### config.mk
export PLATFORM = sky130hd
export DESIGN_NAME = length_prefixed_record_fifo_core
export DESIGN_NICKNAME = d
export VERILOG_FILES = /design/src/rtl/core/lprf_pkg.sv /design/src/rtl/core/length_prefixed_record_fifo_core.sv /design/src/rtl/core/lprf_ram.sv /design/src/rtl/core/lprf_ctrl.sv
export SDC_FILE = /design/constraint.sdc
export NUM_CORES = 2
export LEC_CHECK = 0
export ABC_AREA = 1
export BUFFER_PORTS_ARGS = -buffer_cell sky130_fd_sc_hd__buf_2
export CAP_MARGIN = 20
export CELL_PAD_IN_SITES_DETAIL_PLACEMENT = 0
export CELL_PAD_IN_SITES_GLOBAL_PLACEMENT = 1
export CORE_MARGIN = 1
export CORE_UTILIZATION = 30
export DETAILED_ROUTE_END_ITERATION = 16
export PLACE_DENSITY = 0.62
export SYNTH_ARGS = -nofsm -noshare
export SYNTH_HDL_FRONTEND = slang
export SYNTH_SLANG_ARGS = --single-unit
export TNS_END_PERCENT = 1
### constraint.sdc
create_clock -name clk_i -period 15.43 [get_ports clk_i]
set_clock_uncertainty 0.1 [all_clocks]
set_input_delay 0 -clock clk_i [delete_from_list [all_inputs] [get_ports clk_i]]
set_output_delay 0 -clock clk_i [all_outputs]
set_load 0.01 [all_outputs]
### src/rtl/core/lprf_pkg.sv
// Shared types and constants of the length-prefixed record FIFO.
`default_nettype none

package lprf_pkg;

  localparam int unsigned BUF_BYTES_DEF  = 256;
  localparam int unsigned MAX_RECORD_DEF = 64;
  localparam int unsigned LEN_W          = 7;
  localparam logic [LEN_W-1:0] LIMIT_RESET = 7'd64;

  typedef enum logic [1:0] {
    ACT_BEGIN = 2'd0,
    ACT_DATA  = 2'd1,
    ACT_GET   = 2'd2
  } lprf_action_e;

  typedef enum logic [2:0] {
    ST_OK      = 3'd0,
    ST_NO_ROOM = 3'd1,
    ST_EMPTY   = 3'd2,
    ST_BAD_LEN = 3'd3,
    ST_SEQ     = 3'd4
  } lprf_status_e;

  typedef enum logic [2:0] {
    S_IDLE,
    S_WR_HI,
    S_RD_HI,
    S_CHECK,
    S_STREAM
  } lprf_state_e;

  typedef struct packed {
    logic [1:0]       action;
    logic [LEN_W-1:0] length;
    logic [7:0]       data_byte;
  } lprf_in_t;

  typedef struct packed {
    logic [2:0] status;
    logic       out_valid;
    logic [7:0] out_byte;
    logic       last;
  } lprf_out_t;

endpackage

`default_nettype wire

### src/rtl/core/length_prefixed_record_fifo_core.sv
// Length-prefixed record FIFO: top level with ring memory and sequencer.
//
// Input channel (in_valid_i / in_stall_o / in_i) takes begin-add, data-byte
// and get transactions; each record is stored as a two-byte little-endian
// length followed by its bytes. Output channel (out_valid_o / out_stall_i /
// out_o) returns results from a single result register.
// Begin, data-byte and refused items give one result the cycle after
// acceptance. A successful begin makes two prefix writes on the single write
// port, the high byte in S_WR_HI; a data byte makes one write.
// A get reads the low prefix byte at acceptance and the high one the cycle
// after, checks the length in S_CHECK and then streams one record byte per
// cycle while out_stall_i is low; a failed check or a zero-length record
// sets its result in S_CHECK.
// A new transaction is taken only once the previous one has finished and
// the result register is empty or being drained in that cycle.
// out_stall_i holds the result register and pauses the byte stream; the
// ring read data is held, so nothing is lost.
// Reset empties the store and sets max_record_len to 64; no clearing pass.
// cfg_we_i/cfg_wdata_i write max_record_len; write it only while idle.
`default_nettype none

module length_prefixed_record_fifo_core import lprf_pkg::*; #(
  parameter int unsigned BUF_BYTES  = BUF_BYTES_DEF,
  parameter int unsigned MAX_RECORD = MAX_RECORD_DEF
) (
  input  wire logic             clk_i,
  input  wire logic             rst_ni,
  input  wire logic             in_valid_i,
  output logic                  in_stall_o,
  input  wire lprf_in_t         in_i,
  output logic                  out_valid_o,
  input  wire logic             out_stall_i,
  output lprf_out_t             out_o,
  input  wire logic             cfg_we_i,
  input  wire logic [LEN_W-1:0] cfg_wdata_i
);

  localparam int unsigned AW = $clog2(BUF_BYTES);

  logic          mem_we;
  logic [AW-1:0] mem_waddr;
  logic [7:0]    mem_wdata;
  logic          mem_re;
  logic [AW-1:0] mem_raddr;
  logic [7:0]    mem_rdata;

  lprf_ctrl #(
    .BUF_BYTES (BUF_BYTES),
    .MAX_RECORD(MAX_RECORD),
    .AW        (AW)
  ) u_ctrl (
    .clk_i      (clk_i),
    .rst_ni     (rst_ni),
    .in_valid_i (in_valid_i),
    .in_stall_o (in_stall_o),
    .in_i       (in_i),
    .out_valid_o(out_valid_o),
    .out_stall_i(out_stall_i),
    .out_o      (out_o),
    .cfg_we_i   (cfg_we_i),
    .cfg_wdata_i(cfg_wdata_i),
    .mem_we_o   (mem_we),
    .mem_waddr_o(mem_waddr),
    .mem_wdata_o(mem_wdata),
    .mem_re_o   (mem_re),
    .mem_raddr_o(mem_raddr),
    .mem_rdata_i(mem_rdata)
  );

  lprf_ram #(
    .DEPTH(BUF_BYTES),
    .AW   (AW)
  ) u_ram (
    .clk_i  (clk_i),
    .we_i   (mem_we),
    .waddr_i(mem_waddr),
    .wdata_i(mem_wdata),
    .re_i   (mem_re),
    .raddr_i(mem_raddr),
    .rdata_o(mem_rdata)
  );

  // ring accesses are interlocked: never a read and a write in one cycle
  a_no_rw_overlap: assert property (@(posedge clk_i) disable iff (!rst_ni)
    !(mem_we && mem_re))
    else $error("ring read and write in the same cycle");

  a_data_result: assert property (@(posedge clk_i) disable iff (!rst_ni)
    (in_valid_i && !in_stall_o && (in_i.action == ACT_DATA)) |=> out_valid_o)
    else $error("data-byte transaction gave no result");

  a_byte_ok: assert property (@(posedge clk_i) disable iff (!rst_ni)
    (out_valid_o && out_o.out_valid) |-> (out_o.status == ST_OK))
    else $error("record byte with non-ok status");

  a_read_stalls_input: assert property (@(posedge clk_i) disable iff (!rst_ni)
    mem_re |-> in_stall_o || !in_valid_i || (in_i.action == ACT_GET))
    else $error("input taken while ring read in progress");

endmodule

`default_nettype wire

### src/rtl/core/lprf_ram.sv
// Byte ring memory: one write port, one read port with registered read data.
`default_nettype none

module lprf_ram #(
  parameter int unsigned DEPTH = 256,
  parameter int unsigned AW    = 8
) (
  input  wire logic          clk_i,
  input  wire logic          we_i,
  input  wire logic [AW-1:0] waddr_i,
  input  wire logic [7:0]    wdata_i,
  input  wire logic          re_i,
  input  wire logic [AW-1:0] raddr_i,
  output logic      [7:0]    rdata_o
);

  logic [7:0] mem [DEPTH];
  logic [7:0] rdata_q;

  always_ff @(posedge clk_i) begin
    if (we_i) begin
      mem[waddr_i] <= wdata_i;
    end
  end

  // read data holds while no read is issued
  always_ff @(posedge clk_i) begin
    if (re_i) begin
      rdata_q <= mem[raddr_i];
    end
  end

  assign rdata_o = rdata_q;

endmodule

`default_nettype wire

### src/rtl/core/lprf_ctrl.sv
// Sequencer: ring pointers, add/get control, limit register and result register.
`default_nettype none

module lprf_ctrl import lprf_pkg::*; #(
  parameter int unsigned BUF_BYTES  = BUF_BYTES_DEF,
  parameter int unsigned MAX_RECORD = MAX_RECORD_DEF,
  parameter int unsigned AW         = $clog2(BUF_BYTES)
) (
  input  wire logic             clk_i,
  input  wire logic             rst_ni,
  input  wire logic             in_valid_i,
  output logic                  in_stall_o,
  input  wire lprf_in_t         in_i,
  output logic                  out_valid_o,
  input  wire logic             out_stall_i,
  output lprf_out_t             out_o,
  input  wire logic             cfg_we_i,
  input  wire logic [LEN_W-1:0] cfg_wdata_i,
  output logic                  mem_we_o,
  output logic [AW-1:0]         mem_waddr_o,
  output logic [7:0]            mem_wdata_o,
  output logic                  mem_re_o,
  output logic [AW-1:0]         mem_raddr_o,
  input  wire logic [7:0]       mem_rdata_i
);

  localparam int unsigned UW = $clog2(BUF_BYTES + 1);
  localparam int unsigned SW = ((UW > LEN_W) ? UW : LEN_W) + 1;

  function automatic logic [AW-1:0] adv(input logic [AW-1:0] p);
    if (p == AW'(BUF_BYTES - 1)) begin
      return '0;
    end
    return p + 1'b1;
  endfunction

  lprf_state_e      state_q, state_d;
  logic [AW-1:0]    wr_head_q, wr_head_d;
  logic [UW-1:0]    used_q, used_d;
  logic [AW-1:0]    pend_head_q, pend_head_d;
  logic [LEN_W-1:0] pend_cnt_q, pend_cnt_d;
  logic [LEN_W-1:0] pend_len_q, pend_len_d;
  logic             add_pend_q, add_pend_d;
  logic [LEN_W-1:0] limit_cfg_q, limit_cfg_d;
  logic [AW-1:0]    rd_ptr_q, rd_ptr_d;
  logic [LEN_W-1:0] remain_q, remain_d;
  logic [7:0]       len_lo_q, len_lo_d;
  logic             out_vld_q, out_vld_d;
  lprf_status_e     out_status_q, out_status_d;
  logic             out_last_q, out_last_d;
  logic             out_bmode_q, out_bmode_d;

  logic [LEN_W-1:0] limit;
  logic [SW-1:0]    room_sum;
  logic             no_room;
  logic [SW-1:0]    tail_sum;
  logic [AW-1:0]    tail;
  logic [SW-1:0]    used_m2;
  logic             out_free;
  logic             accept;

  assign limit    = (limit_cfg_q < LEN_W'(MAX_RECORD)) ? limit_cfg_q : LEN_W'(MAX_RECORD);
  assign room_sum = SW'(used_q) + SW'(in_i.length) + SW'(2);
  assign no_room  = room_sum > SW'(BUF_BYTES);
  // oldest record starts used_q bytes behind the committed write head
  assign tail_sum = SW'(wr_head_q) + SW'(BUF_BYTES) - SW'(used_q);
  assign tail     = (tail_sum >= SW'(BUF_BYTES)) ? AW'(tail_sum - SW'(BUF_BYTES))
                                                  : AW'(tail_sum);
  assign used_m2  = SW'(used_q) - SW'(2);

  assign out_free   = !out_vld_q || !out_stall_i;
  assign in_stall_o = !((state_q == S_IDLE) && out_free);
  assign accept     = in_valid_i && !in_stall_o;

  always_comb begin
    state_d      = state_q;
    wr_head_d    = wr_head_q;
    used_d       = used_q;
    pend_head_d  = pend_head_q;
    pend_cnt_d   = pend_cnt_q;
    pend_len_d   = pend_len_q;
    add_pend_d   = add_pend_q;
    limit_cfg_d  = cfg_we_i ? cfg_wdata_i : limit_cfg_q;
    rd_ptr_d     = rd_ptr_q;
    remain_d     = remain_q;
    len_lo_d     = len_lo_q;
    out_vld_d    = out_vld_q && out_stall_i;
    out_status_d = out_status_q;
    out_last_d   = out_last_q;
    out_bmode_d  = out_bmode_q;
    mem_we_o     = 1'b0;
    mem_waddr_o  = wr_head_q;
    mem_wdata_o  = '0;
    mem_re_o     = 1'b0;
    mem_raddr_o  = rd_ptr_q;

    unique case (state_q)
      S_IDLE: begin
        if (accept) begin
          // default: one status-only result
          out_vld_d    = 1'b1;
          out_last_d   = 1'b1;
          out_bmode_d  = 1'b0;
          out_status_d = ST_SEQ;
          unique case (in_i.action)
            ACT_BEGIN: begin
              if (add_pend_q) begin
                out_status_d = ST_SEQ;
              end else if ((in_i.length > limit) || no_room) begin
                out_status_d = ST_NO_ROOM;
              end else begin
                out_status_d = ST_OK;
                mem_we_o     = 1'b1;
                mem_waddr_o  = wr_head_q;
                mem_wdata_o  = {1'b0, in_i.length};
                pend_head_d  = adv(wr_head_q);
                pend_len_d   = in_i.length;
                pend_cnt_d   = in_i.length;
                add_pend_d   = (in_i.length != '0);
                state_d      = S_WR_HI;
              end
            end
            ACT_DATA: begin
              if (!add_pend_q) begin
                out_status_d = ST_SEQ;
              end else begin
                out_status_d = ST_OK;
                mem_we_o     = 1'b1;
                mem_waddr_o  = pend_head_q;
                mem_wdata_o  = in_i.data_byte;
                pend_head_d  = adv(pend_head_q);
                pend_cnt_d   = pend_cnt_q - 1'b1;
                if (pend_cnt_q == LEN_W'(1)) begin
                  add_pend_d = 1'b0;
                  used_d     = UW'(SW'(used_q) + SW'(pend_len_q) + SW'(2));
                  wr_head_d  = adv(pend_head_q);
                end
              end
            end
            ACT_GET: begin
              if (add_pend_q) begin
                out_status_d = ST_SEQ;
              end else if (used_q <= UW'(2)) begin
                out_status_d = ST_EMPTY;
              end else begin
                out_vld_d   = 1'b0;
                mem_re_o    = 1'b1;
                mem_raddr_o = tail;
                rd_ptr_d    = adv(tail);
                state_d     = S_RD_HI;
              end
            end
            default: begin
              out_status_d = ST_SEQ;
            end
          endcase
        end
      end
      S_WR_HI: begin
        // high prefix byte is always zero
        mem_we_o    = 1'b1;
        mem_waddr_o = pend_head_q;
        mem_wdata_o = '0;
        pend_head_d = adv(pend_head_q);
        if (pend_len_q == '0) begin
          used_d    = UW'(SW'(used_q) + SW'(2));
          wr_head_d = adv(pend_head_q);
        end
        state_d = S_IDLE;
      end
      S_RD_HI: begin
        mem_re_o    = 1'b1;
        mem_raddr_o = rd_ptr_q;
        rd_ptr_d    = adv(rd_ptr_q);
        len_lo_d    = mem_rdata_i;
        state_d     = S_CHECK;
      end
      S_CHECK: begin
        out_last_d  = 1'b1;
        out_bmode_d = 1'b0;
        if ((mem_rdata_i != '0) || (SW'(len_lo_q) > used_m2) ||
            (len_lo_q > 8'(limit))) begin
          out_vld_d    = 1'b1;
          out_status_d = ST_BAD_LEN;
          state_d      = S_IDLE;
        end else begin
          used_d = UW'(SW'(used_q) - SW'(len_lo_q) - SW'(2));
          if (len_lo_q == '0) begin
            out_vld_d    = 1'b1;
            out_status_d = ST_OK;
            state_d      = S_IDLE;
          end else begin
            remain_d = LEN_W'(len_lo_q);
            state_d  = S_STREAM;
          end
        end
      end
      S_STREAM: begin
        // issue the next read only when the result register frees up
        if (out_free) begin
          mem_re_o     = 1'b1;
          mem_raddr_o  = rd_ptr_q;
          rd_ptr_d     = adv(rd_ptr_q);
          remain_d     = remain_q - 1'b1;
          out_vld_d    = 1'b1;
          out_status_d = ST_OK;
          out_bmode_d  = 1'b1;
          out_last_d   = (remain_q == LEN_W'(1));
          if (remain_q == LEN_W'(1)) begin
            state_d = S_IDLE;
          end
        end
      end
      default: begin
        state_d = S_IDLE;
      end
    endcase
  end

  always_ff @(posedge clk_i or negedge rst_ni) begin
    if (!rst_ni) begin
      state_q     <= S_IDLE;
      wr_head_q   <= '0;
      used_q      <= '0;
      pend_head_q <= '0;
      pend_cnt_q  <= '0;
      pend_len_q  <= '0;
      add_pend_q  <= 1'b0;
      limit_cfg_q <= LIMIT_RESET;
      rd_ptr_q    <= '0;
      remain_q    <= '0;
      out_vld_q   <= 1'b0;
    end else begin
      state_q     <= state_d;
      wr_head_q   <= wr_head_d;
      used_q      <= used_d;
      pend_head_q <= pend_head_d;
      pend_cnt_q  <= pend_cnt_d;
      pend_len_q  <= pend_len_d;
      add_pend_q  <= add_pend_d;
      limit_cfg_q <= limit_cfg_d;
      rd_ptr_q    <= rd_ptr_d;
      remain_q    <= remain_d;
      out_vld_q   <= out_vld_d;
    end
  end

  always_ff @(posedge clk_i) begin
    len_lo_q     <= len_lo_d;
    out_status_q <= out_status_d;
    out_last_q   <= out_last_d;
    out_bmode_q  <= out_bmode_d;
  end

  assign out_valid_o     = out_vld_q;
  assign out_o.status    = out_status_q;
  assign out_o.out_valid = out_bmode_q;
  assign out_o.out_byte  = out_bmode_q ? mem_rdata_i : 8'd0;
  assign out_o.last      = out_last_q;

endmodule

`default_nettype wire
==> key figures <==
Status
  – Outcome: completed

Min path
  – Worst hold path type: input port to flop
  – Worst Hold Launch: in_i[15]
  – Hold depth: 7
  – WHS Endpoint: u_ctrl.state_q[1]

Power
  – P_leak: roughly 43 nW
  – Total power: 0.01893 W
  – PD cells: 175.5 mW/mm^2
  – VDD IR max: 170.7 uV

Setup path
  – CP max-delay cell: buf_4
  – Worst r2r src: u_ctrl.used_q[7]
  – WP data arrival: 6990 ps
  – Crit Path Max Fanout: 175
  – Buf/Inv on CP: 2
  – Critical path class: flop to flop
  – CP delay by family, top: simple AND/OR/NAND/NOR gates
  – Reg2reg end: u_ram.rdata_o[2]
  – R2R cell count: 18
  – CP cell instances: nor2_1, nand2_1, nor2_1, nand2_1, nand4_4, nand2_4, nand2_8, buf_12, buf_4, o21ai_0, nand2_1, nand3_1, nand3_1, nand3_1, nand3_1, nand3_1, nand3_1, nand2_1
  – Worst setup EP type: flop
  – Critical path data required time: 15920 ps
  – Crit start category: flop
  – Worst reg-to-reg setup slack: 8930 ps
  – CP peak stage delay: 890 ps
  – Most used cell along the critical path: nand3_1

Placement
  – Pre-CTS setup slack: 8948 ps
  – Detailed placer's ending HPWL: 163400 um
  – Cells after DPL: 13195
  – Post-DP Area: 0.09990 mm^2
  – Quantity of I/O buffers inserted on ports: 43
  – Placer Congestion: between 0.8 and 0.9

Synth
  – Post-synth EDFFs: 2069
  – Synth warn: 0
  – Area contributors post-synth: edfxtp_1, nand2_1, nand3_1
  – Async S/R FF share, synth: 0.03091
  – Count of cell types in the netlist: 57
  – Synth Register Bits: around 2100
  – Sequential area share after synthesis: 0.6672
  – Yosys top cell by area: edfxtp_1
  – Cell with the most instances after synthesis: nand2_1
  – Synth top area share: 0.6499
  – Syn Inst Count: 9375
  – Most used DFF post-synth: edfxtp_1
  – Cell area after synthesis: 0.09560 mm^2
  – Mapped Nets: approximately 9500
  – Most common library cells after synthesis: nand2_1, edfxtp_1, nand3_1
  – Synth Area per Inst: 10.20 um^2

Drt
  – Drt pass-1 iters: 7
  – Number of vias per cell: 4.737
  – Post-route ant nets: 0
  – Routed length per instance: 20.99 um
  – Drt drc: 0
  – Vias after detailed routing: between 60000 and 70000
  – DR iter-0 viols: roughly 5700
  – Drt total wl: 287200 um

Finish
  – Final Instance Area: 0.1079 mm^2
  – Finished Layout Cells: 13686
  – Area Growth Syn to Fin: 12.83%
  – Share of cells above drive strength 1: 0.05619
  – Nets: 9456

Global routing
  – GRT Overall Usage: 0.1750
  – Initial antenna violation count: 9
  – GR Util met3: 0.02328
  – First-pass GRT wire length: 423800 um
  – Grt peak-use layer: met2
  – Largest net degree at the start of global routing: 191
  – Met2 usage: 0.2869
  – GRT overflow: 0
  – Number of global-route vias before repair: 62808
  – GR met1 Demand/Resource: 0.2411

STA
  – Final Hold Fails: 0
  – Fin crit share: 0.4214
  – Final Setup Violations: 0
  – Final worst setup slack: 8927 ps
  – Worst slew margin: 0.1387
  – Max frequency: roughly 150 MHz
  – Measured slew at the worst slew-check pin: about 1300 ps
  – Max-slew violations: 0
  – TNS Setup: 0 ps
  – RSZ-0062 raised after global routing: no
  – Final min period: 6503 ps

Die
  – # rows: about 210
  – Die area: between 0.3 and 0.4 mm^2
  – Die Span Y: 566.5 um
  – Core box area: 0.3160 mm^2
  – Chip Width: about 570 um
  – Initial core utilization: 0.3025
  – IO Count: 44

Flow run
  – Max Cap Viol: 0

Clock network
  – Clock Latency Late Sink: 920 ps
  – CTS buffer count: about 240
  – Post-CTS Setup Bufs: 0
  – Root Buffer: clkbuf_16
  – Sink Count: 2135
  – Reg clk slew, reported paths: about 60 ps
  – TritonCTS clock tree: yes
  – H-tree Lvls: 4
  – Post-CTS sizing: 0
  – CTS max path bufs: 4
==> cell type report <==
class	instances	area, um^2
fillers	31770	208100
well taps	4160	5205
repair buffers	209	1958
clock buffers	271	6058
inverters	1432	5385
diodes	5	12.51
multi-input cells	5328	24280
flip-flops and latches	2135	63780
clock inverters	146	1189
==> repair_timing <==
| action | 4_1_cts | 5_1_grt |
|---|---|---|
| endpoints found under the setup margin | 0 | 0 |
| hold buffers | 66 | 0 |
| endpoints found under the hold margin | 370 | 0 |
==> kinds of logic (layout without fill, tap and decap cells) <==
| family | after synthesis | count (layout) | share of synthesized area |
|---|---|---|---|
| flops | 2135 | 2135 | 0.6672 |
| simple gates | 4794 | 4794 | 0.2118 |
| mux | 7 | 7 | 0.0008246 |
| compound gates | 413 | 413 | 0.02556 |
| other cells | 0 | 5 | 0 |
| buf+inv | 1912 | 2058 | 0.08049 |
| fa+ha+maj | 86 | 86 | 0.01157 |
| xor+xnor | 28 | 28 | 0.002565 |
==> flip-flops by register name, summed over array words and instances, names as in the netlist <==
name,flops
u_ram.mem,2048
u_ctrl.used_q,9
u_ctrl.len_lo_q,8
u_ctrl.pend_head_q,8
u_ctrl.rd_ptr_q,8
u_ctrl.wr_head_q,8
u_ram.rdata_o,8
u_ctrl.limit_cfg_q,7
u_ctrl.pend_cnt_q,7
u_ctrl.pend_len_q,7
u_ctrl.remain_q,7
u_ctrl.out_status_q,3
u_ctrl.state_q,3
u_ctrl.add_pend_q,1
u_ctrl.out_bmode_q,1
u_ctrl.out_last_q,1
u_ctrl.out_valid_o,1
==> per-layer routing <==
layer	part of all wire	vias up
met5	0.000042	-
met4	0.029	2
met3	0.058	425
met2	0.46	1864
met1	0.45	31690
li1	-	30852
==> worst reg2reg max path, stage by stage (launching register included) <==
cell and delay (ps):
dfrtp_1 500, nor2_1 190, nand2_1 90, nor2_1 100, nand2_1 110, nand4_4 290, nand2_4 400, nand2_8 760
buf_12 570, buf_4 1170, o21ai_0 180, nand2_1 90, nand3_1 130, nand3_1 220, nand3_1 90, nand3_1 250
nand3_1 290, nand3_1 460, nand2_1 180
==> how the worst max path moves through the flow <==
stage / cells past startpoint / from / endpoint
5_1_grt: 18 / u_ctrl.used_q[7] / u_ram.rdata_o[2]
3_5_place_dp: 18 / u_ctrl.used_q[7] / u_ram.rdata_o[2]
4_1_cts: 18 / u_ctrl.used_q[7] / u_ram.rdata_o[2]
6_report: 18 / u_ctrl.used_q[7] / u_ram.rdata_o[2]
3_3_place_gp: 21 / u_ctrl.used_q[1] / u_ram.mem[222][5]
2_1_floorplan: 18 / u_ctrl.used_q[1] / u_ram.mem[0][0]
==> metrics by stage <==
step | hold slack [ps] | util
after global routing | 134.6 | 0.3413
after floorplan | -395.6 | -
final | 104.8 | 0.3414
after CTS | 46.67 | 0.3412
after global placement | 114.9 | 0.3156
after detailed placement | 119.9 | 0.3161
==> cells in the final DEF (no fill, tap or decap), types with 34 or more instances in the layout <==
cell type,instances
a21oi_1,41
buf_2,43
buf_4,75
clkbuf_1,34
clkbuf_16,237
clkinv_1,63
clkinv_2,49
dfrtp_1,65
dlygate4sd3_1,66
edfxtp_1,2069
ha_1,82
inv_1,1424
nand2_1,2735
nand3_1,1590
nor2_1,392
o211ai_1,98
o21ai_0,196
==> power by group <==
| part | leakage [nW] | switching [W] | internal, W | total (W) |
|---|---|---|---|---|
| clock network | 3.56 | 0.00233 | 0.00307 | 0.00541 |
| logic | 19.5 | 0.00516 | 0.00176 | 0.00692 |
| registers | 20.4 | 0.000115 | 0.00649 | 0.00661 |
No activity file was read; power rests on OpenSTA's default activity.
